**src/rtl/core/sv39ptw_pkg.sv**
```systemverilog
// Shared types and constants of the Sv39 page table walker.
`timescale 1ns / 1ps
package sv39ptw_pkg;

  // Size of the table frame pool.
  localparam int unsigned NUM_FRAMES        = 16;
  localparam int unsigned ENTRIES_PER_TABLE = 512;
  localparam int unsigned IDX_W             = $clog2(ENTRIES_PER_TABLE);
  localparam int unsigned FRAME_W           = $clog2(NUM_FRAMES);
  localparam int unsigned FCNT_W            = $clog2(NUM_FRAMES + 1);
  localparam int unsigned STORE_DEPTH       = NUM_FRAMES * ENTRIES_PER_TABLE;
  localparam int unsigned ADDR_W            = FRAME_W + IDX_W;

  // Field widths.
  localparam int unsigned PTE_W      = 64;
  localparam int unsigned PPN_W      = 44;
  localparam int unsigned VPN_W      = 27;
  localparam int unsigned PADDR_W    = 56;
  localparam int unsigned PAGE_SHIFT = 12;
  localparam int unsigned PERM_W     = 3;

  // Page table entry layout.
  localparam int unsigned PTE_V       = 0;
  localparam int unsigned PTE_R       = 1;
  localparam int unsigned PTE_W_BIT   = 2;
  localparam int unsigned PTE_X       = 3;
  localparam int unsigned PTE_U       = 4;
  localparam int unsigned PTE_PPN_LSB = 10;
  localparam int unsigned PTE_PPN_MSB = PTE_PPN_LSB + PPN_W - 1;

  // Permission bits of a map request.
  localparam int unsigned PERM_WRITE = 0;
  localparam int unsigned PERM_EXEC  = 1;
  localparam int unsigned PERM_USER  = 2;

  // Walk levels.
  localparam logic [1:0] LVL_ROOT = 2'd0;
  localparam logic [1:0] LVL_MID  = 2'd1;
  localparam logic [1:0] LVL_LEAF = 2'd2;

  // Request commands.
  localparam logic CMD_MAP    = 1'b0;
  localparam logic CMD_LOOKUP = 1'b1;

  // Configuration port.
  localparam int unsigned CFG_ADDR_W  = 4;
  localparam int unsigned CFG_DATA_W  = 64;
  localparam int unsigned REG_IDX_LSB = 3;
  localparam logic [CFG_ADDR_W-REG_IDX_LSB-1:0] REG_POOL_BASE_PPN = '0;

  typedef struct packed {
    logic               cmd;
    logic [VPN_W-1:0]   virt_page;
    logic [PPN_W-1:0]   phys_page;
    logic [PERM_W-1:0]  perm_flags;
  } req_t;

  typedef struct packed {
    logic [PADDR_W-1:0] phys_addr;
    logic               found;
    logic               out_of_frames;
  } rsp_t;

  // One access of the table store.
  typedef struct packed {
    logic              wr_en;
    logic              rd_en;
    logic [ADDR_W-1:0] addr;
    logic [PTE_W-1:0]  wdata;
  } ram_req_t;

  typedef enum logic [2:0] {
    ST_CLEAR,
    ST_IDLE,
    ST_READ,
    ST_EVAL,
    ST_ZERO,
    ST_LINK,
    ST_LEAF,
    ST_DONE
  } walk_state_e;

endpackage

```
**src/rtl/core/sv39ptw_cfg.sv**
```systemverilog
// APB register holding the physical page number of the frame pool base.
`timescale 1ns / 1ps
module sv39ptw_cfg (
  input  logic                                clk_i,
  input  logic                                rst_ni,
  input  logic                                psel,
  input  logic                                penable,
  input  logic                                pwrite,
  input  logic [sv39ptw_pkg::CFG_ADDR_W-1:0]  paddr,
  input  logic [sv39ptw_pkg::CFG_DATA_W-1:0]  pwdata,
  output logic [sv39ptw_pkg::CFG_DATA_W-1:0]  prdata,
  output logic                                pready,
  output logic [sv39ptw_pkg::PPN_W-1:0]       pool_base_ppn_o
);
  import sv39ptw_pkg::*;

  logic [PPN_W-1:0]                     pool_base_q;
  logic [CFG_ADDR_W-REG_IDX_LSB-1:0]    reg_idx;
  logic                                 hit;

  assign pready  = 1'b1;
  assign reg_idx = paddr[CFG_ADDR_W-1:REG_IDX_LSB];
  assign hit     = (reg_idx == REG_POOL_BASE_PPN);

  // The register is written in the access phase of a write.
  always_ff @(posedge clk_i or negedge rst_ni) begin
    if (!rst_ni) begin
      pool_base_q <= '0;
    end else if (psel && penable && pwrite && hit) begin
      pool_base_q <= pwdata[PPN_W-1:0];
    end
  end

  // Reads return the register zero-extended, or zero outside the map.
  assign prdata = hit ? CFG_DATA_W'(pool_base_q) : '0;

  assign pool_base_ppn_o = pool_base_q;

endmodule

```
**config.mk**
```make
export PLATFORM = sky130hd
export DESIGN_NAME = sv39ptw_cfg
export DESIGN_NICKNAME = d
export VERILOG_FILES = /design/src/rtl/core/sv39ptw_pkg.sv /design/src/rtl/core/sv39ptw_cfg.sv
export SDC_FILE = /design/constraint.sdc
export NUM_CORES = 1
export LEC_CHECK = 0
export BUFFER_PORTS_ARGS = -buffer_cell sky130_fd_sc_hd__buf_2
export CAP_MARGIN = 20
export CORE_UTILIZATION = 42
export CTS_BUF_LIST = sky130_fd_sc_hd__clkbuf_8
export DETAILED_ROUTE_END_ITERATION = 16
export GPL_TIMING_DRIVEN = 0
export PLACE_DENSITY = 0.91
export SYNTH_ARGS = -nofsm -noshare
export SYNTH_HDL_FRONTEND = slang
export SYNTH_SLANG_ARGS = --single-unit
```
**constraint.sdc**
```tcl
create_clock -name clk_i -period 1.4 [get_ports clk_i]
set_input_delay 0.07 -clock clk_i [delete_from_list [all_inputs] [get_ports clk_i]]
set_output_delay 0.07 -clock clk_i [all_outputs]
set_load 0.05 [all_outputs]
```
==> results of run 1 <==
how the worst min path moves through the flow:
stage | end | slack [ps] | cells after the start
after floorplan | pool_base_ppn_o[0] | -230 | 0
after global placement | pool_base_ppn_o[12] | 270 | 1
after detailed placement | pool_base_ppn_o[12] | 280 | 1
after CTS | pool_base_ppn_o[9] | 1 | 2
after global routing | pool_base_ppn_o[12] | 0.4 | 2
final | pool_base_ppn_o[16] | 10 | 2
cells by family (layout without fill, tap and decap cells):
logic type	count (synthesis)	after routing
flops	44	44
other cells	2	21
simple gates	45	45
buf+inv	29	193
mux	44	44
worst max-delay path, delay by kind of cell:
| kind | cells | cell delay [ps] |
|---|---|---|
| buffers and inverters | 3 | 1010 |
| and+or+nand+nor | 1 | 110 |
power by group through the flow:
stage	Combinational (mW)	Clock (mW)	Sequential [mW]
after floorplan	1.27	0	2.74
after global placement	2.85	0	1.74
after detailed placement	2.89	0	1.77
after CTS	2.92	0.833	1.74
after global routing	3.04	0.892	1.79
final	2.93	0.805	1.74
per-layer routing:
| layer | track usage | vias up |
|---|---|---|
| met5 | 0 | - |
| met4 | 0.04575 | 0 |
| met3 | 0.05939 | 4 |
| met2 | 0.3714 | 93 |
| met1 | 0.2133 | 840 |
| li1 | - | 864 |
cell type report:
class,instances,area (µm²),area share
clock inverters,2,10.01,0.002995
repair buffers,156,875.8,0.2621
flip-flops and latches,44,1101,0.3295
plain buffers,29,210.2,0.06290
clock buffers,6,82.58,0.02471
well taps,67,83.83,0.02508
multi-input cells,110,978.4,0.2928
cells in the final DEF, fill, tap and decap left out, drive strengths merged:
cell type	count
dlygate4sd3	19
dfrtp	44
conb	21
mux2	44
clkbuf	10
clkinv	2
nand4b	1
buf	162
nor2b	40
and2b	4
through the flow:
step,util,cell area [µm²]
final,0.6983,3342
after detailed placement,0.6392,3059
after global placement,0.6392,3059
after CTS,0.6858,3282
after floorplan,-,2290
after global routing,0.6983,3342
what timing repair did:
action | 4_1_cts | 5_1_grt
hold buffers | 13 | 6
endpoints found under the hold margin | 56 | 6
gates resized for setup | 0 | 0
buffers inserted | 0 | 0
synth_stat cells:
cell,instances,area share
nor2b_1,40,0.12
buf_4,23,0.082
dfrtp_1,44,0.52
and2b_1,4,0.014
mux2_2,41,0.22
nand4b_4,1,0.011
clkbuf_1,4,0.0071
mux2_1,3,0.016
conb_1,2,0.0035
buf_6,2,0.011
==> results.md, run 1 <==
* Initial antenna violation count at 0
* Reg power frac at 0.318
* Design Power at 5.478 mW
* Hold/Removal Path Class: in -> reg
* Initial drt markers at 29
* Area Growth Syn to Fin at 57.77%
* Status: completed
* Pint at approximately 2.7 mW
* Vias per std cell at around 4.4
* Htree depth at 2
* DRC Markers at 0
* Max Slew Vio Count at 0
* Hold_sp: pwdata[16]
* Fin Hold WS at 10.04 ps
* Global-route wire length before repair at 7783 µm
* CP startpoint: paddr[3]
* Seq cells post-synth at 44
* Yosys warns at 0
* Worst path max stage delay at 570 ps
* Main combinational cell family by area after synthesis: multiplexers
* Starting Density at 0.4426
* M1 wire length at ~2000 µm
* Max-Cap Viols at 0
* Total core area at between 4000 and 5000 µm²
* Critical Path Sink: prdata[9]
* Max VDD drop at 0.8624 mV
* Worst rel slew slack at 0.3659
* Drt pass-1 iters at 4
* RSZ-0062 raised after global routing: false
* Fmax at 795.8 MHz
* Final Non-Filler Cells at around 410
* Detail Placement HPWL at 3916 µm
* PD cells at 1639 nW/µm²
* Simple-Gate Fraction of Synth Area at 0.1435
* Mapped Area at roughly 2100 µm²
* Fill cells at 360
* Placer's final routability congestion estimate at 0.6858
* Fin crit share at 0.8976
* Worst endpoint required time at between 1000 and 1500 ps
* Port-buffer cells at 137
* Sequential area share after synthesis at 0.5198
* Critical path arrival at 1190 ps
* Routed wl met2 at 2872 µm
* Routed len/inst at 12.85 µm
* Final #Nets at 419
* Worst-Skew Late Latency at 290 ps
* Die area at approximately 5300 µm²
* CTS tree: done
* Crit-path most repeated cell: buf_2
* Synth cell types at 10
* Layout cell share with drive strength beyond 1 at 0.7262
* Tightest Pin Transition at around 950 ps
* Clk root buf: clkbuf_8
* Logic gate share of total power at 0.535
* Final hold vios at 0
* Mean Syn Cell Area at 12.92 µm²
* CP cell instances: buf_2, clkbuf_1, nor2b_2, buf_2
* Vias in the first global route at 1,706
* Finish-stage setup viols at 0
* Remaining Overflow, GRT at 0
* Reg2reg start: pool_base_ppn_o[3]
* Crit. End Element: output pin
* Crit start category: input pin
* Critical-path top delay cell: clkbuf_1
* Die height at 73.02 µm
* Max Buffers Root-to-Sink at 2
* Post-synthesis mux area share at 0.2339
* Setup Skew at 0 ps
* Num CTS Buffers at 5
* Total Wirelength at 5320 µm
* PnR worst setup slack at 143.4 ps
* Synth Area in Compound Gates at 0
* Clock transition at path regs at approximately 80 ps
* Syn Inst Count at around 160
* Terminus of the critical flop-to-flop path: pool_base_ppn_o[3]
* Setup TNS Final at 0 ps
* Period minus WS final at between 1000 and 1500 ps
* GRT Util Overall at 0.1967
* Io pins at 182
* Largest net degree at the start of global routing at 45
* Post-DRT Antenna Nets at 0
* Adder-cell share of the synthesized area at 0
* Sw Pwr at 2.743 mW
* R2R depth at 1
* Worst reg-to-reg setup slack at 600 ps
* N_diodes at 0
* Sink Count at 44
* Post-Synth XOR/XNOR Area at 0
* Leakage power at 1.813 nW
* Pre-CTS setup slack at 123.5 ps
* WL met3 at 381 µm
* Routed vias at 1,801
* DP Cell Count at 387
* Clock network power share at 0.147
* Net Sw Frac at 0.5006
* Max reg flops at 44
* Row count at 25
* Top Metal Used: met4
* Die Wd at 73.02 µm
* Maximum fanout along the worst path at 10
* WS Path Type: in -> out
No activity file was read; power rests on OpenSTA's default activity.
==> run 2, diff against run 1 <==
Settings changed: ABC_AREA set to 1, ABC_CLOCK_PERIOD_IN_PS set to 1400, CORE_UTILIZATION 42 to 44, PLACE_DENSITY 0.91 to 0.92.
==> results.md, run 2 <==
* Status: completed (unchanged)
* Post-synth EDFFs at 0 (unchanged)
* Asr flop ratio synth at 1.000 (unchanged)
* Vias in the first global route at 2,025 (was 1,706)
* Crit. End Element: output pin (unchanged)
* Tightest Pin Transition at 956.2 ps (was 951.2 ps)
* GRT Util Overall at 0.2081 (was 0.1967)
* Setup TNS Final at 0 ps (unchanged)
* Reg power frac at 0.342 (was 0.318)
* Global-route wire length before repair at 8811 µm (was 7783 µm)
* Post-synth top cells: nand2_1 (89), inv_1 (45), dfrtp_1 (44), nand3_1 (44), nor2_1 (44) (was dfrtp_1 (44), mux2_2 (41), nor2b_1 (40))
* Largest net degree at the start of global routing at 45 (unchanged)
* CTS tree: done (unchanged)
* Top cells by area, synth: dfrtp_1 (48%), nand2_1 (14%), nand3_1 (9.5%), buf_4 (8.5%), inv_1 (7.3%) (was dfrtp_1 (52%), mux2_2 (22%), nor2b_1 (12%), buf_4 (8.2%), mux2_1 (1.6%))
* Worst path max stage delay at 540 ps (was 570 ps)
* Drt pass-1 iters at 4 (unchanged)
* Hold_sp: pwdata[39] (was pwdata[16])
* Die Wd at 74.42 µm (was 73.02 µm)
* DRC Markers at 0 (unchanged)
* Critical-path top delay cell: clkbuf_1 (unchanged)
* Max VDD drop at 0.8206 mV (was 0.8624 mV)
* Post-CTS Hold Fix Bufs at 1 (was 13)
* Max reg flops at 44 (unchanged)
* Leading area contributor after synthesis: dfrtp_1 (unchanged)
* Sink Count at 44 (unchanged)
* RSZ-0062 raised after global routing: false (unchanged)
* CP cell instances: buf_4, clkbuf_1, nor2_2, buf_2 (was buf_2, clkbuf_1, nor2b_2, buf_2)
* Initial antenna violation count at 0 (unchanged)
* Starting Density at 0.4728 (was 0.4426)
* Commonest non-fill, non-tap cell in the layout: buf_2 (unchanged)
* WS Path Type: in -> out (unchanged)
* Max Slew Vio Count at 0 (unchanged)
* Sequential area share after synthesis at 0.4772 (was 0.5198)
* Maximum fanout along the worst path at 10 (unchanged)
* Yosys warns at 0 (unchanged)
* Pint at 2.382 mW (was 2.736 mW)
* Sw Pwr at 2.581 mW (was 2.743 mW)
* Mean Syn Cell Area at 7.467 µm² (was 12.92 µm²)
* Clock network power share at 0.144 (was 0.147)
* Setup Skew at 0 ps (unchanged)
* Most frequent cells in the layout: buf_2 (140), nand2_1 (89), inv_1 (46) (was buf_2 (137), dfrtp_1 (44), mux2_2 (41), nor2b_2 (40), buf_4 (23))
* Row count at 25 (unchanged)
* Die height at 74.42 µm (was 73.02 µm)
* Remaining Overflow, GRT at 0 (unchanged)
* Clk root buf: clkbuf_8 (unchanged)
* Net Sw Frac at 0.5201 (was 0.5006)
* Final Non-Filler Cells at 539 (was 414)
* Terminus of the critical flop-to-flop path: pool_base_ppn_o[7] (was pool_base_ppn_o[3])
* Period minus WS final at 1210 ps (was 1257 ps)
* Initial drt markers at 99 (was 29)
* Worst-Skew Late Latency at 290 ps (about the same)
* Total Wirelength at 5772 µm (was 5320 µm)
* DP Cell Count at 531 (was 387)
* Worst Hold Endpoint: pool_base_ppn_o[39] (was pool_base_ppn_o[16])
* # Post-CTS Setup Buffers at 0 (unchanged)
* Leakage power at 2.108 nW (was 1.813 nW)
* Count leader, synth: nand2_1 (was dfrtp_1)
* Hold depth at 3 (was 2)
* Num CTS Buffers at 5 (unchanged)
* Synth cell types at 13 (was 10)
* Max Buffers Root-to-Sink at 2 (unchanged)
* Worst endpoint required time at 1330 ps (about the same)
* Synth Flop Type: dfrtp_1 (unchanged)
* R2R depth at 2 (was 1)
* Area Growth Syn to Fin at 44.79% (was 57.77%)
* Vias per std cell at 4.371 (was 4.350)
* Die area at 5538 µm² (was 5331 µm²)
* Reg2reg start: pool_base_ppn_o[7] (was pool_base_ppn_o[3])
* Routed len/inst at 10.71 µm (was 12.85 µm)
* Finish-stage setup viols at 0 (unchanged)
* Htree depth at 2 (unchanged)
* Seq cells post-synth at 44 (unchanged)
* Placer's final routability congestion estimate at 0.7018 (was 0.6858)
* Logic gate share of total power at 0.514 (was 0.535)
* N_diodes at 0 (unchanged)
* Fin crit share at 0.8645 (was 0.8976)
* Port-buffer cells at 136 (was 137)
* Final hold vios at 0 (unchanged)
* Hold/Removal Path Class: in -> reg (unchanged)
* Critical path arrival at 1140 ps (was 1190 ps)
* Mapped Area at 2307 µm² (was 2118 µm²)
* Io pins at 182 (unchanged)
* Routed vias at 2,356 (was 1,801)
* Max-Cap Viols at 0 (unchanged)
* Total core area at 4880 µm² (was 4786 µm²)
* Syn Inst Count at 309 (was 164)
* Fmax at 826.2 MHz (was 795.8 MHz)
* Crit start category: input pin (unchanged)
* Worst reg-to-reg setup slack at 760 ps (was 600 ps)
* Worst rel slew slack at 0.3625 (was 0.3659)
* Post-DRT Antenna Nets at 0 (unchanged)
* Layout cell share with drive strength beyond 1 at 0.4725 (was 0.7262)
* Clock transition at path regs at 80 ps (about the same)
* Final #Nets at 545 (was 419)
* Post-CTS Resized at 0 (unchanged)
* PD cells at 1486 nW/µm² (was 1639 nW/µm²)
* Post-synth top area share at 0.4772 (was 0.5198)
* Detail Placement HPWL at 4425 µm (was 3916 µm)
## run 2: cell count changes after synthesis, moves of 4 or more
cell / before / now
mux2_2: 41 / 0
buf_2: 0 / 4
nor2b_1: 40 / 0
nor2_1: 0 / 44
nand2_1: 0 / 89
inv_1: 0 / 45
and2b_1: 4 / 0
nand3_1: 0 / 44
## run 2: how the worst max path moves through the flow
stage                  startpoint  slack [ps]         end
2_1_floorplan  pool_base_ppn_o[0]         180   prdata[0]
3_3_place_gp             paddr[3]         190  prdata[29]
3_5_place_dp             paddr[3]         130  prdata[25]
4_1_cts                  paddr[3]         130  prdata[25]
5_1_grt                  paddr[3]          80  prdata[29]
6_report                 paddr[3]         190  prdata[39]
## run 2: cell families (layout without fill, tap and decap cells)
family / Yosys count / after routing / synth area share
buffers and inverters: 84 / 228 / 0.1941
flip-flops: 44 / 44 / 0.4772
other: 2 / 21 / 0.003255
AND/OR/NAND/NOR: 179 / 179 / 0.3254
## run 2: area by class of cell
| class | instances | area, µm² |
|---|---|---|
| inverters | 46 | 172.7 |
| clock inverters | 2 | 8.758 |
| multi-input cells | 200 | 939.7 |
| repair buffers | 137 | 690.7 |
| well taps | 67 | 83.83 |
| fillers | 405 | 1539 |
| clock buffers | 5 | 68.82 |
| plain buffers | 38 | 275.3 |
| flip-flops and latches | 44 | 1101 |
## run 2: worst max-delay path, delay by kind of cell
kind | cells | cell delay, ps
simple gates | 1 | 90
buf+inv | 3 | 970
## run 2: per-layer routing
| metal | track usage | up-vias | part of all wire |
|---|---|---|---|
| met1 | 0.2456 | 1070 | 0.40 |
| met3 | 0.04472 | 4 | 0.059 |
| met4 | 0.05031 | 0 | 0.0066 |
| met5 | 0 | - | 0 |
| li1 | - | 1193 | - |
| met2 | 0.3834 | 89 | 0.53 |
## run 2: stage by stage
step | util | area (µm²) | setup slack [ps] | power (mW) | hold WS (ps)
6_report | 0.6846 | 3341 | 189.7 | 4.963 | 7.579
5_1_grt | 0.6846 | 3341 | 82.73 | 5.251 | 3.629
4_1_cts | 0.6846 | 3341 | 130.9 | 5.010 | 0.1089
3_5_place_dp | 0.6667 | 3253 | 134.6 | 4.284 | 274.3
3_3_place_gp | 0.6667 | 3253 | 190.8 | 4.232 | 266.5
2_1_floorplan | - | 2489 | 175.5 | 3.699 | -225.6
## run 2: power by group through the flow
stage | Combinational [mW] | Sequential (mW) | Clock [mW]
final | 2.55 | 1.70 | 0.716
after global routing | 2.72 | 1.73 | 0.802
after CTS | 2.57 | 1.70 | 0.745
after detailed placement | 2.57 | 1.72 | 0
after global placement | 2.52 | 1.71 | 0
after floorplan | 1.15 | 2.54 | 0
