`src/rtl/core/sv39ptw_pkg.sv`:
```
// Shared types and constants of the Sv39 page table walker.
`timescale 1ns / 1ps
package sv39ptw_pkg;

  // Size of the table frame pool.
  localparam int unsigned NUM_FRAMES        = 16;
  localparam int unsigned ENTRIES_PER_TABLE = 512;
  localparam int unsigned IDX_W             = $clog2(ENTRIES_PER_TABLE);
  localparam int unsigned FRAME_W           = $clog2(NUM_FRAMES);
  localparam int unsigned FCNT_W            = $clog2(NUM_FRAMES + 1);
  localparam int unsigned STORE_DEPTH       = NUM_FRAMES * ENTRIES_PER_TABLE;
  localparam int unsigned ADDR_W            = FRAME_W + IDX_W;

  // Field widths.
  localparam int unsigned PTE_W      = 64;
  localparam int unsigned PPN_W      = 44;
  localparam int unsigned VPN_W      = 27;
  localparam int unsigned PADDR_W    = 56;
  localparam int unsigned PAGE_SHIFT = 12;
  localparam int unsigned PERM_W     = 3;

  // Page table entry layout.
  localparam int unsigned PTE_V       = 0;
  localparam int unsigned PTE_R       = 1;
  localparam int unsigned PTE_W_BIT   = 2;
  localparam int unsigned PTE_X       = 3;
  localparam int unsigned PTE_U       = 4;
  localparam int unsigned PTE_PPN_LSB = 10;
  localparam int unsigned PTE_PPN_MSB = PTE_PPN_LSB + PPN_W - 1;

  // Permission bits of a map request.
  localparam int unsigned PERM_WRITE = 0;
  localparam int unsigned PERM_EXEC  = 1;
  localparam int unsigned PERM_USER  = 2;

  // Walk levels.
  localparam logic [1:0] LVL_ROOT = 2'd0;
  localparam logic [1:0] LVL_MID  = 2'd1;
  localparam logic [1:0] LVL_LEAF = 2'd2;

  // Request commands.
  localparam logic CMD_MAP    = 1'b0;
  localparam logic CMD_LOOKUP = 1'b1;

  // Configuration port.
  localparam int unsigned CFG_ADDR_W  = 4;
  localparam int unsigned CFG_DATA_W  = 64;
  localparam int unsigned REG_IDX_LSB = 3;
  localparam logic [CFG_ADDR_W-REG_IDX_LSB-1:0] REG_POOL_BASE_PPN = '0;

  typedef struct packed {
    logic               cmd;
    logic [VPN_W-1:0]   virt_page;
    logic [PPN_W-1:0]   phys_page;
    logic [PERM_W-1:0]  perm_flags;
  } req_t;

  typedef struct packed {
    logic [PADDR_W-1:0] phys_addr;
    logic               found;
    logic               out_of_frames;
  } rsp_t;

  // One access of the table store.
  typedef struct packed {
    logic              wr_en;
    logic              rd_en;
    logic [ADDR_W-1:0] addr;
    logic [PTE_W-1:0]  wdata;
  } ram_req_t;

  typedef enum logic [2:0] {
    ST_CLEAR,
    ST_IDLE,
    ST_READ,
    ST_EVAL,
    ST_ZERO,
    ST_LINK,
    ST_LEAF,
    ST_DONE
  } walk_state_e;

endpackage

```
`src/rtl/core/sv39ptw_walker.sv`:
```
// Walk sequencer: clears the store, walks three levels, allocates and zeroes frames.
`timescale 1ns / 1ps
module sv39ptw_walker (
  input  logic                          clk_i,
  input  logic                          rst_ni,
  input  logic                          in_valid_i,
  output logic                          in_stall_o,
  input  sv39ptw_pkg::req_t             in_req_i,
  output logic                          out_valid_o,
  input  logic                          out_stall_i,
  output sv39ptw_pkg::rsp_t             out_rsp_o,
  input  logic [sv39ptw_pkg::PPN_W-1:0] pool_base_ppn_i,
  output sv39ptw_pkg::ram_req_t         ram_req_o,
  input  logic [sv39ptw_pkg::PTE_W-1:0] ram_rdata_i
);
  import sv39ptw_pkg::*;

  walk_state_e          state_q, state_d;
  logic [1:0]           lvl_q, lvl_d;
  logic [FRAME_W-1:0]   frame_q, frame_d;
  logic [FRAME_W-1:0]   alloc_q, alloc_d;
  logic [FCNT_W-1:0]    next_free_q, next_free_d;
  logic [ADDR_W-1:0]    sweep_q, sweep_d;
  req_t                 req_q, req_d;
  rsp_t                 res_q, res_d;
  logic                 out_valid_q, out_valid_d;
  rsp_t                 out_rsp_q, out_rsp_d;

  logic [IDX_W-1:0]     cur_idx;
  logic [ADDR_W-1:0]    walk_addr;
  logic [PPN_W-1:0]     ptr_off;
  logic                 ptr_ok;
  logic [PPN_W-1:0]     link_ppn;
  logic [PTE_W-1:0]     link_pte;
  logic [PTE_W-1:0]     leaf_pte;

  // Index of the current level taken from the virtual page number.
  always_comb begin
    unique case (lvl_q)
      LVL_ROOT: cur_idx = req_q.virt_page[3*IDX_W-1:2*IDX_W];
      LVL_MID:  cur_idx = req_q.virt_page[2*IDX_W-1:IDX_W];
      default:  cur_idx = req_q.virt_page[IDX_W-1:0];
    endcase
  end

  assign walk_addr = {frame_q, cur_idx};

  // A pointer entry is usable when valid and its frame lies inside the pool.
  assign ptr_off = ram_rdata_i[PTE_PPN_MSB:PTE_PPN_LSB] - pool_base_ppn_i;
  assign ptr_ok  = ram_rdata_i[PTE_V] && (ptr_off < PPN_W'(NUM_FRAMES));

  // Pointer entry that links a freshly allocated frame.
  assign link_ppn = pool_base_ppn_i + PPN_W'(alloc_q);
  always_comb begin
    link_pte = '0;
    link_pte[PTE_PPN_MSB:PTE_PPN_LSB] = link_ppn;
    link_pte[PTE_V] = 1'b1;
  end

  // Leaf entry of a map request.
  always_comb begin
    leaf_pte = '0;
    leaf_pte[PTE_PPN_MSB:PTE_PPN_LSB] = req_q.phys_page;
    leaf_pte[PTE_V]     = 1'b1;
    leaf_pte[PTE_R]     = 1'b1;
    leaf_pte[PTE_W_BIT] = req_q.perm_flags[PERM_WRITE];
    leaf_pte[PTE_X]     = req_q.perm_flags[PERM_EXEC];
    leaf_pte[PTE_U]     = req_q.perm_flags[PERM_USER];
  end

  // Next state and store accesses.
  always_comb begin
    state_d     = state_q;
    lvl_d       = lvl_q;
    frame_d     = frame_q;
    alloc_d     = alloc_q;
    next_free_d = next_free_q;
    sweep_d     = sweep_q;
    req_d       = req_q;
    res_d       = res_q;
    out_valid_d = out_valid_q && out_stall_i;
    out_rsp_d   = out_rsp_q;
    ram_req_o       = '0;
    ram_req_o.addr  = walk_addr;
    in_stall_o  = (state_q != ST_IDLE);

    unique case (state_q)
      ST_CLEAR: begin
        ram_req_o.wr_en = 1'b1;
        ram_req_o.addr  = sweep_q;
        if (sweep_q == ADDR_W'(STORE_DEPTH - 1)) begin
          sweep_d = '0;
          state_d = ST_IDLE;
        end else begin
          sweep_d = sweep_q + 1'b1;
        end
      end
      ST_IDLE: begin
        if (in_valid_i) begin
          req_d   = in_req_i;
          lvl_d   = LVL_ROOT;
          frame_d = '0;
          res_d   = '0;
          state_d = ST_READ;
        end
      end
      ST_READ: begin
        if (lvl_q == LVL_LEAF && req_q.cmd == CMD_MAP) begin
          state_d = ST_LEAF;
        end else begin
          ram_req_o.rd_en = 1'b1;
          state_d = ST_EVAL;
        end
      end
      ST_EVAL: begin
        if (lvl_q != LVL_LEAF) begin
          if (ptr_ok) begin
            frame_d = ptr_off[FRAME_W-1:0];
            lvl_d   = lvl_q + 1'b1;
            state_d = ST_READ;
          end else if (req_q.cmd == CMD_LOOKUP) begin
            state_d = ST_DONE;
          end else if (next_free_q >= FCNT_W'(NUM_FRAMES)) begin
            res_d.out_of_frames = 1'b1;
            state_d = ST_DONE;
          end else begin
            alloc_d     = next_free_q[FRAME_W-1:0];
            next_free_d = next_free_q + 1'b1;
            sweep_d     = '0;
            state_d     = ST_ZERO;
          end
        end else begin
          if (ram_rdata_i[PTE_V]) begin
            res_d.phys_addr = {ram_rdata_i[PTE_PPN_MSB:PTE_PPN_LSB], PAGE_SHIFT'(0)};
            res_d.found     = 1'b1;
          end
          state_d = ST_DONE;
        end
      end
      ST_ZERO: begin
        ram_req_o.wr_en = 1'b1;
        ram_req_o.addr  = {alloc_q, sweep_q[IDX_W-1:0]};
        if (sweep_q[IDX_W-1:0] == IDX_W'(ENTRIES_PER_TABLE - 1)) begin
          sweep_d = '0;
          state_d = ST_LINK;
        end else begin
          sweep_d = sweep_q + 1'b1;
        end
      end
      ST_LINK: begin
        ram_req_o.wr_en = 1'b1;
        ram_req_o.wdata = link_pte;
        frame_d = alloc_q;
        lvl_d   = lvl_q + 1'b1;
        state_d = ST_READ;
      end
      ST_LEAF: begin
        ram_req_o.wr_en = 1'b1;
        ram_req_o.wdata = leaf_pte;
        state_d = ST_DONE;
      end
      ST_DONE: begin
        if (!out_valid_q || !out_stall_i) begin
          out_valid_d = 1'b1;
          out_rsp_d   = res_q;
          state_d     = ST_IDLE;
        end
      end
    endcase
  end

  // Control registers.
  always_ff @(posedge clk_i or negedge rst_ni) begin
    if (!rst_ni) begin
      state_q     <= ST_CLEAR;
      lvl_q       <= LVL_ROOT;
      next_free_q <= FCNT_W'(1);
      sweep_q     <= '0;
      out_valid_q <= 1'b0;
    end else begin
      state_q     <= state_d;
      lvl_q       <= lvl_d;
      next_free_q <= next_free_d;
      sweep_q     <= sweep_d;
      out_valid_q <= out_valid_d;
    end
  end

  // Payload registers.
  always_ff @(posedge clk_i) begin
    frame_q   <= frame_d;
    alloc_q   <= alloc_d;
    req_q     <= req_d;
    res_q     <= res_d;
    out_rsp_q <= out_rsp_d;
  end

  assign out_valid_o = out_valid_q;
  assign out_rsp_o   = out_rsp_q;

endmodule

```
`config.mk`:
```
export PLATFORM = sky130hd
export DESIGN_NAME = sv39ptw_walker
export DESIGN_NICKNAME = d
export VERILOG_FILES = /design/src/rtl/core/sv39ptw_pkg.sv /design/src/rtl/core/sv39ptw_walker.sv
export SDC_FILE = /design/constraint.sdc
export NUM_CORES = 1
export LEC_CHECK = 0
export BUFFER_PORTS_ARGS = -buffer_cell sky130_fd_sc_hd__buf_2
export CAP_MARGIN = 30
export CORE_ASPECT_RATIO = 0.5
export CORE_MARGIN = 8
export CORE_UTILIZATION = 43
export CTS_CLUSTER_SIZE = 16
export DETAILED_ROUTE_END_ITERATION = 8
export PLACE_DENSITY = 0.67
export SETUP_SLACK_MARGIN = 0.02
export SKIP_LAST_GASP = 1
export SYNTH_ARGS = -nofsm -noshare
export SYNTH_HDL_FRONTEND = slang
export SYNTH_SLANG_ARGS = --single-unit
```
`constraint.sdc`:
```
create_clock -name clk_i -period 13.3 [get_ports clk_i]
set_input_delay 1.995 -clock clk_i [delete_from_list [all_inputs] [get_ports clk_i]]
set_output_delay 1.995 -clock clk_i [all_outputs]
set_load 0.03 [all_outputs]
```
==> impl_results.md, run 1 <==
* Status: completed
* Synth Flop Type: edfxtp_1
* H-tree levels at 4
* Final net count at 1,739
* Syn_area_per_cell at 9.82 sq um
* #FFs+latches synth at 199
* Placeable Area at 27,900 sq um
* TritonRoute pass-1 iters at 5
* Root Buffer: clkbuf_16
* Initial antenna violation count at 11
* Dominant cells by area after synthesis: edfxtp_1 43%, ha_1 5.5%, nand2_1 4.7%
* Tot GR Track Use at 22.5%
* Remaining Overflow, GRT at 0
* Cell area after layout at 14,600 sq um
* Max_cap viols at 0
* Setup violators final at 0
* CP Max Fanout at 6
* Die Wd at 255 um
* Initial Utilization at 44.1%
* Worst Setup Path Type: in2out
* Fin Clk Skew at 0.0156 ns
* Leakage power at 6.14 nW
* Place WS at 6.07 ns
* Post-route DRC at 0
* Routed wire per std cell at 21.2 um
* Max_slew headroom at 36.3%
* Number of top-level design ports at 326
* Critical path launch point type: input port
* Worst hold path type: reg2reg
* Final Hold Vio Count at 0
* Layout cell share with drive strength beyond 1 at 23.8%
* Slew Limit Fails at 0
* Synth top area share at 42.7%
* Postcts setup bufs at 0
* Hold buffers post-CTS at 0
* Die Area at 34,600 sq um
* Fin crit share at 55.0%
* Mapped Cells at 1,252
* CTS clock-pin slew for the worst setup and hold paths at 0.08 ns
* Global-route wire length before repair at 60,100 um
* Cell taking the most area after synthesis: edfxtp_1
* EDFF count, synth at 175
* Placed cell areas at 13,900 sq um
* # resized after CTS at 0
* Number of global-route vias before repair at 10,300
* Post-route ant nets at 0
* Setup WS post-layout at 5.98 ns
* Routed vias/inst at 5.75
* Synth Warn # at 0
* Die Span Y at 136 um
* VDD IR max at 109 uV
* Via count at 10,900
* CTS tree: done
* Post-DP HPWL at 31,200 um
* Area Overhead vs Synth at 18.6%
* Distinct cells, synth at 82
* Starting DRT DRC Count at 1,139
* Cts bufs inserted at 17
* CP required at 11.31 ns
* CTS sink cnt at 199
* Post-Syn Area at 12,300 sq um
* Final TNS setup at 0 ns
* CP Capture Type: output port
* Largest net degree at the start of global routing at 77
* FFs w/ async S/R, synth at 12.1%
* Critical path arrival at 5.32 ns
* Site Rows at 43
* GPL Wtd Cong at 0.962
* Least-Margin Pin Slew at 0.945 ns
* I/O Buffers at 279
* Hold slack at 0.419 ns
* Pwr dens at 176 nW/um^2
* Pwr Total at 2.57 mW
* FMAX at 137 MHz
* Clk_lat worst skew at 0.47 ns
* Seq/Total Area, Yosys at 47.6%
* Drt total wl at 40,300 um
* Crit path time final at 7.32 ns
* RSZ-0062 raised after global routing: false
* CTS Buffer Depth at 2
## cells in the final DEF (no fill, tap or decap), types with 10 or more instances in the layout
cell	n
a21o_1	16
a21oi_1	69
a22oi_1	10
a31oi_1	14
and3_1	63
buf_2	279
clkbuf_16	17
conb_1	27
dfrtp_1	23
edfxtp_1	175
ha_1	54
inv_1	64
mux2i_1	13
nand2_1	154
nand2b_1	10
nand3_1	34
nand4_1	34
nor2_1	80
nor3_1	31
nor4_1	11
o211ai_1	10
o21ai_0	83
or3_1	13
xnor2_1	50
## synth_stat cells (all sizes together) (3+ instances only)
master / count
edfxtp: 175
nand2: 154
o21ai: 91
nor2: 81
a21oi: 74
inv: 65
and3: 63
ha: 54
xnor2: 50
buf: 48
clkbuf: 39
nand4: 35
nand3: 34
nor3: 32
dfrtp: 23
a31oi: 21
a21o: 16
nor4: 14
mux2i: 13
or3: 13
o211ai: 11
a22oi: 10
nand2b: 10
xor2: 9
a211oi: 8
a22o: 8
o21a: 8
or2: 7
mux2: 6
nor2b: 6
o21bai: 5
a2111oi: 4
a311oi: 4
and4: 4
o2111ai: 4
o221ai: 4
a41o: 3
and2: 3
nor4b: 3
or4: 3
## sequential cells by signal, indices dropped and copies added, names as in the netlist, 4 cells and up
signal	flops
next_free_q	5
frame_q	4
sweep_q	13
alloc_q	4
out_rsp_o	46
res_q	46
req_q	28
leaf_pte	47
## power breakdown
group	switching [mW]	internal (mW)
Combinational	0.761	0.316
Sequential	0.0778	0.847
Clock	0.286	0.281
## critical path, stage by stage
cell and delay, ns:
buf_2 0.09, ha_1 0.18, fa_1 0.23, a21o_1 0.13, a21oi_1 0.14, nor4_1 0.70, nand2_1 0.28, or3_1 0.54
or3_1 0.42, xnor2_1 0.13, o21ai_0 0.24, buf_2 0.26
## worst paths after layout
path | start | to | slack, ns | cells after the start
max | pool_base_ppn_i[0] | ram_req_o[52] | 5.98 | 12
min | res_q[25] | out_rsp_o[25] | 0.42 | 0
max reg2reg | state_q[2] | sweep_q[11] | 9.52 | 9
min reg2reg | res_q[25] | out_rsp_o[25] | 0.42 | 0
max in group asynchronous | rst_ni | next_free_q[0] | 11.40 | 1
min in group asynchronous | rst_ni | sweep_q[0] | 1.50 | 1
## metal layers
metal | vias to the layer above | track usage (%) | wire [um]
li1 | 5080 | - | -
met5 | - | 0 | 26
met2 | 487 | 36.4 | 19500
met4 | 4 | 9.34 | 1160
met1 | 5287 | 28.8 | 16500
met3 | 71 | 5.40 | 3120
## through the flow
stage          utilization (%)  instances
6_report                  52.3       1900
5_1_grt                   52.3       1900
4_1_cts                   52.1       1890
3_5_place_dp              49.7       1858
2_1_floorplan                -       1278
3_3_place_gp              49.7       1857
## layout make-up
type                    count  area, sq um
well taps                 382          478
repair buffers            286         1480
clock buffers              17          425
clock inverters            15          230
inverters                  65          244
flip-flops and latches    199         5860
fillers                  2571        13300
multi-input cells         927         5850
diodes                      9         22.5
## cell families (layout without fill, tap and decap cells)
kind of cell	after synthesis	after routing	synth area share (%)
AND/OR/NAND/NOR	471	471	19.1
other	1	36	0.0305
AO/OA/AOI/OAI	295	295	15.8
flip-flops	199	199	47.6
buffers and inverters	152	383	5.78
adder cells (fa/ha/maj)	56	56	5.82
XOR/XNOR	59	59	4.20
multiplexers	19	19	1.61
No activity file was read; power rests on OpenSTA's default activity.
==> inputs of run 2 (changes only) <==
Settings changed: ABC_AREA set to 1, PLACE_DENSITY 0.67 to 0.69.
Clock period 13.3 ns to 6.2 ns, I/O delays scaled along.
==> impl_results.md, run 2 <==
* Setup violators final at 0 (unchanged)
* CTS sink cnt at 199 (unchanged)
* Critical path launch point type: input port
* CP required at 5.27 ns (-6.04 ns)
* CP most frequent cell: nand2_1
* Routed vias/inst at 5.04 (-12%)
* #FFs+latches synth at 199 (unchanged)
* CTS Buffer Depth at 2 (unchanged)
* Max_cap viols at 0 (unchanged)
* Critical Path, Cell by Cell: buf_2, ha_1, fa_1, nand3_1, nand2_1, nand2_1, nor2_1, inv_1, nor2_1, nand2_1, inv_1, nand3_1, nor3_1, nand2_1, inv_1, nand2_1, a21oi_1, o21ai_0, nand2_1, buf_2
* Die Wd at 263 um (+2.9%)
* Status: completed
* Endpoint, Worst Hold: out_rsp_o[22]
* VDD IR max at 215 uV (+98%)
* Met3 wire len at 2380 um (-24%)
* Clk_lat worst skew at 0.47 ns (about the same)
* Die Area at 36,600 sq um (+5.7%)
* Crit path time final at 4.74 ns
* Critical path arrival at 3.81 ns (-1.51 ns)
* CP Max Fanout at 4 (-2)
* Initial antenna violation count at 6 (-5)
* TritonRoute pass-1 iters at 5 (unchanged)
* Final Hold Vio Count at 0 (unchanged)
* Mapped Cells at 1,716 (+37%)
* FFs w/ async S/R, synth at 12.1% (unchanged)
* R2R cell count at 7 (-2)
* Worst r2r src: state_q[0]
* Commonest non-fill, non-tap cell in the layout: nand2_1
* Worst hold path type: reg2reg
* Post-route DRC at 0 (unchanged)
* Most frequent cell after synthesis: nand2_1
* Tot GR Track Use at 22.5% (-0.025 points)
* Post-synth top cells: 500 x nand2_1, 281 x inv_1, 206 x nor2_1, 175 x edfxtp_1, 102 x nand3_1
* Site Rows at 45 (+4.7%)
* Initial Utilization at 43.4% (-0.65 points)
* Cts bufs inserted at 17 (unchanged)
* Fin Clk Skew at 0.0137 ns (-0.00196 ns)
* Reg2reg setup slack at 3.17 ns (-6.35 ns)
* Most frequent cells in the layout: 500 x nand2_1, 281 x inv_1, 279 x buf_2
* Leakage power at 7.56 nW (+23%)
* Worst Setup Path Type: in2out
* I/O Buffers at 279 (unchanged)
* Dominant cells by area after synthesis: edfxtp_1 40%, nand2_1 14%, inv_1 8.1%
* Slowest CP cell: nor3_1
* Critical hold path startpoint: res_q[22]
* RSZ-0062 raised after global routing: false
* Uppermost layer routed: met4
* Max reg flops at 47 (unchanged)
* EDFF count, synth at 175 (unchanged)
* Placed cell areas at 14,900 sq um (+7.1%)
* Area Overhead vs Synth at 18.5% (about the same)
* Post-route ant nets at 0 (unchanged)
* Synth Flop Type: edfxtp_1
* Post-Syn Area at 13,100 sq um (+6.3%)
* Hold depth at 0 (unchanged)
* Slew Limit Fails at 0 (unchanged)
* CP Capture Type: output port
* Drt total wl at 42,100 um (+4.6%)
* Post-DP HPWL at 34,200 um (+9.5%)
* Pwr dens at 334 nW/um^2 (+90%)
* Max_slew headroom at 31.9% (-4.4 points)
* H-tree levels at 4 (unchanged)
* Largest net degree at the start of global routing at 49 (-36%)
* CTS tree: done
* # resized after CTS at 0 (unchanged)
* Routed wire per std cell at 17.4 um (-18%)
* FMAX at 211 MHz
* Seq/Total Area, Yosys at 44.8% (-2.8 points)
* Final TNS setup at 0 ns (unchanged)
* Cell taking the most area after synthesis: edfxtp_1
* Number of global-route vias before repair at 11,700 (+13%)
* Synth top area share at 40.2% (-2.5 points)
* Met2 routed WL at 20,600 um (+5.9%)
* Final net count at 2,241 (+29%)
* Starting DRT DRC Count at 1,087 (-4.6%)
* Fin crit share at 76.4%
* Synth Warn # at 0 (unchanged)
* Die Span Y at 139 um (+2.7%)
* Distinct cells, synth at 45 (-45%)
* Max stage delay on crit path at 0.41 ns (-0.29 ns)
* Placeable Area at 30,100 sq um (+7.9%)
* Syn_area_per_cell at 7.62 sq um (-22%)
* Least-Margin Pin Slew at 1.02 ns (+0.0724 ns)
* Global-route wire length before repair at 64,700 um (+7.8%)
* Root Buffer: clkbuf_16
* WL met1 at 18,000 um (+9.4%)
* Layout cell share with drive strength beyond 1 at 17.8% (-6.0 points)
* CTS clock-pin slew for the worst setup and hold paths at 0.09 ns (about the same)
* Via count at 12,200 (+11%)
* Number of top-level design ports at 326 (unchanged)
* RR Endpoint: res_q[57]
* GPL Wtd Cong at 0.946 (-1.6%)
* Remaining Overflow, GRT at 0 (unchanged)
* Hold buffers post-CTS at 0 (unchanged)
* Postcts setup bufs at 0 (unchanged)
* Cell area after layout at 15,500 sq um (+6.2%)
## run 2: cell count changes in the layout (fill, tap and decap cells not counted), sizes merged, moves of 13 or more
cell,before,now
o21ai,91,72
nand2,154,510
xnor2,50,4
inv,73,298
or3,13,0
nand3,34,105
and3,63,0
nor2,81,214
a21o,16,0
nand4,35,17
mux2i,13,0
## run 2: metal layers
metal,global-route usage [%],vias up
met5,0,-
met4,7.00,0
met3,4.91,57
met2,38.9,377
met1,28.0,5634
li1,-,6114
## run 2: worst max path at each step
stage | startpoint | to | slack, ns | cells past startpoint
finish | pool_base_ppn_i[0] | ram_req_o[50] | 1.46 | 20
global route | pool_base_ppn_i[0] | ram_req_o[50] | 1.20 | 20
CTS | pool_base_ppn_i[0] | ram_req_o[50] | 1.53 | 20
detailed placement | pool_base_ppn_i[0] | ram_req_o[50] | 1.55 | 20
global placement | pool_base_ppn_i[0] | ram_req_o[48] | 1.59 | 14
floorplan | ram_rdata_i[0] | res_q[14] | 1.23 | 2
## run 2: worst max-delay path: cells and delay by family
family / cells / cell delay, ns
AOI/OAI and AO/OA: 2 / 0.26
and+or+nand+nor: 11 / 1.60
buffers and inverters: 5 / 0.61
adders and majority gates: 2 / 0.39
## run 2: per-stage QoR
stage	hold WS [ns]	total power [mW]	util (%)	setup WS (ns)	cells
after global routing	0.420	5.46	51.4	1.20	2416
final	0.417	5.18	51.4	1.46	2417
after CTS	0.417	5.22	51.4	1.53	2410
after floorplan	0.400	3.38	-	1.23	1742
after detailed placement	0.405	4.05	49.4	1.55	2378
after global placement	0.400	4.02	49.4	1.59	2378
## run 2: power by group
| part | switching (mW) | total [mW] | internal (mW) |
|---|---|---|---|
| clock | 0.606 | 1.16 | 0.557 |
| combinational | 1.57 | 2.11 | 0.538 |
| sequential | 0.0768 | 1.91 | 1.83 |
| total | 2.25 | 5.18 | 2.93 |
## run 2: layout make-up
type                            instances  area, sq um
Antenna cell                            7         17.5
Fill cell                            2976        14600
Multi-Input combinational cell       1207         5980
Sequential cell                       199         5860
Clock buffer                           17          425
Tap cell                              399          499
Clock inverter                         15          184
Timing Repair Buffer                  287         1460
Inverter                              286         1070
## run 2: kinds of logic after synthesis
family,share of synthesized area [%]
and+or+nand+nor,28.8
buffers and inverters,10.5
DFF,44.8
AOI/OAI and AO/OA,8.73
adders and majority gates,5.47
xor gates and xnor gates,1.61
other,0.0287
==> inputs of run 3 (changes only) <==
Clock period 6.2 ns to 3.93 ns, I/O delays scaled along.
==> impl_results.md, run 3 (synthesis gave the netlist of run 2 again) <==
* Tot GR Track Use at 22.1% (-0.35 points)
* Hold buffers post-CTS at 0 (unchanged)
* Site Rows at 45 (unchanged)
* CP required at 3.34 ns (-1.93 ns)
* Post-DP HPWL at 33,500 um (-2.1%)
* Routed wire per std cell at 17.2 um (-1.3%)
* Commonest non-fill, non-tap cell in the layout: nand2_1
* Setup WS post-layout at 0.176 ns (-1.28 ns)
* Final TNS setup at 0 ns (unchanged)
* Clk_lat worst skew at 0.47 ns (about the same)
* Setup violators final at 0 (unchanged)
* Placed insts at 2,386 (+0.34%)
* Worst hold path type: in2async
* Layout cell share with drive strength beyond 1 at 19.2% (+1.4 points)
* Most frequent cells in the layout: 498 x nand2_1, 281 x inv_1, 274 x buf_2
* I/O Buffers at 279 (unchanged)
* Worst Setup Path Type: reg2out
* Critical path launch point type: flop
* Pwr Total at 8.21 mW (+59%)
* Place WS at 0.214 ns (-1.34 ns)
* Die Span Y at 139 um (unchanged)
* Critical path arrival at 3.16 ns (-0.65 ns)
* Cell area after layout at 15,700 sq um (+1.4%)
* Worst r2r src: sweep_q[0]
* Leakage power at 7.62 nW (+0.88%)
* Cts bufs inserted at 17 (unchanged)
* TritonRoute pass-1 iters at 6 (+1)
* CTS sink cnt at 199 (unchanged)
* Fin crit share at 95.5%
* GPL Wtd Cong at 0.966 (+2.1%)
* CP Max Fanout at 4 (unchanged)
* Final Hold Vio Count at 0 (unchanged)
* CTS Buffer Depth at 2 (unchanged)
* Fin Clk Skew at 0.0183 ns (+0.00466 ns)
* Placeable Area at 30,100 sq um (unchanged)
* RSZ-0062 raised after global routing: true
* Initial antenna violation count at 7 (+1)
* Crit path time final at 3.75 ns
* Max_cap viols at 0 (unchanged)
* Number of top-level design ports at 326 (unchanged)
* FMAX at 266 MHz
* Max reg flops at 47 (unchanged)
* CTS clock-pin slew for the worst setup and hold paths at 0.09 ns (about the same)
* Number of global-route vias before repair at 11,700 (+0.39%)
* Reg2reg setup slack at 0.98 ns (-2.19 ns)
* Global-route wire length before repair at 63,900 um (-1.3%)
* Post-route DRC at 0 (unchanged)
* Hold slack at 0.104 ns (-0.313 ns)
* Routed vias/inst at 5.04 (about the same)
* Remaining Overflow, GRT at 0 (unchanged)
* Final net count at 2,252 (+0.49%)
* Die Area at 36,600 sq um (unchanged)
* Drt total wl at 41,700 um (-0.89%)
* Initial Utilization at 43.4% (unchanged)
* Status: completed
* Placed cell areas at 14,900 sq um (+0.40%)
* H-tree levels at 4 (unchanged)
* Least-Margin Pin Slew at 0.942 ns (-0.0760 ns)
* Area Overhead vs Synth at 20.1%
* CTS tree: done
* VDD IR max at 345 uV (+60%)
* CP Capture Type: output port
* Pwr dens at 523 nW/um^2 (+56%)
* Largest net degree at the start of global routing at 49 (unchanged)
* RR Endpoint: state_q[0]
* Max_slew headroom at 37.0% (+5.1 points)
* Via count at 12,200 (+0.49%)
* R2R cell count at 11 (+4)
* Finished Core Util at 52.1% (+0.70 points)
* Root Buffer: clkbuf_16
* Post-route ant nets at 0 (unchanged)
* Fin cells at 2,428 (+0.46%)
* Slew Limit Fails at 0 (unchanged)
* Die Wd at 263 um (unchanged)
* Starting DRT DRC Count at 974 (-10%)
==> run 3: final cells by class <==
class                   instances  area [sq um]
diodes                          7          17.5
clock buffers                  17           425
clock inverters                15           191
fillers                      2924         14400
inverters                     286          1070
multi-input cells            1207          6090
flip-flops and latches        199          5860
well taps                     399           499
repair buffers                298          1550
==> run 3: critical path, stage by stage, from the launching register on <==
cell	delay (ns)
edfxtp_1	0.43
ha_1	0.32
nand3_1	0.07
nand2_1	0.09
nand2_1	0.08
a21oi_2	0.23
nand2_1	0.11
nor2_2	0.13
nand2_2	0.12
nor2_4	0.13
nand4_1	0.23
buf_4	0.23
a21oi_1	0.10
o21ai_0	0.13
nand2_1	0.09
clkbuf_4	0.19
==> run 3: routing by layer <==
metal  GRT usage (%)  share of wire [%]  vias up
met3            4.69                5.8       69
met4            8.36                2.9        0
met5               0                  0        -
li1                -                  -     6142
met1            26.6                 42     5638
met2            38.9                 49      393
==> run 3: timing repair <==
action,CTS,global route
endpoints found under the hold margin,0,0
gates resized for setup,0,29
endpoints found under the setup margin,0,16
buffers inserted,0,3
==> run 3: how the worst max path moves through the flow <==
stage,slack (ns),depth (start not counted),end,start
final,0.18,15,ram_req_o[35],alloc_q[1]
after global routing,-0.03,19,ram_req_o[50],alloc_q[0]
after CTS,0.02,15,ram_req_o[39],alloc_q[2]
after detailed placement,0.21,24,frame_q[2],ram_rdata_i[10]
after global placement,0.19,24,frame_q[2],ram_rdata_i[10]
after floorplan,0.43,13,ram_req_o[43],pool_base_ppn_i[2]
==> run 3: power breakdown <==
group,total (mW),switching [mW],internal [mW]
logic,3.37,2.50,0.871
clock network,1.83,0.952,0.876
registers,3.01,0.121,2.89
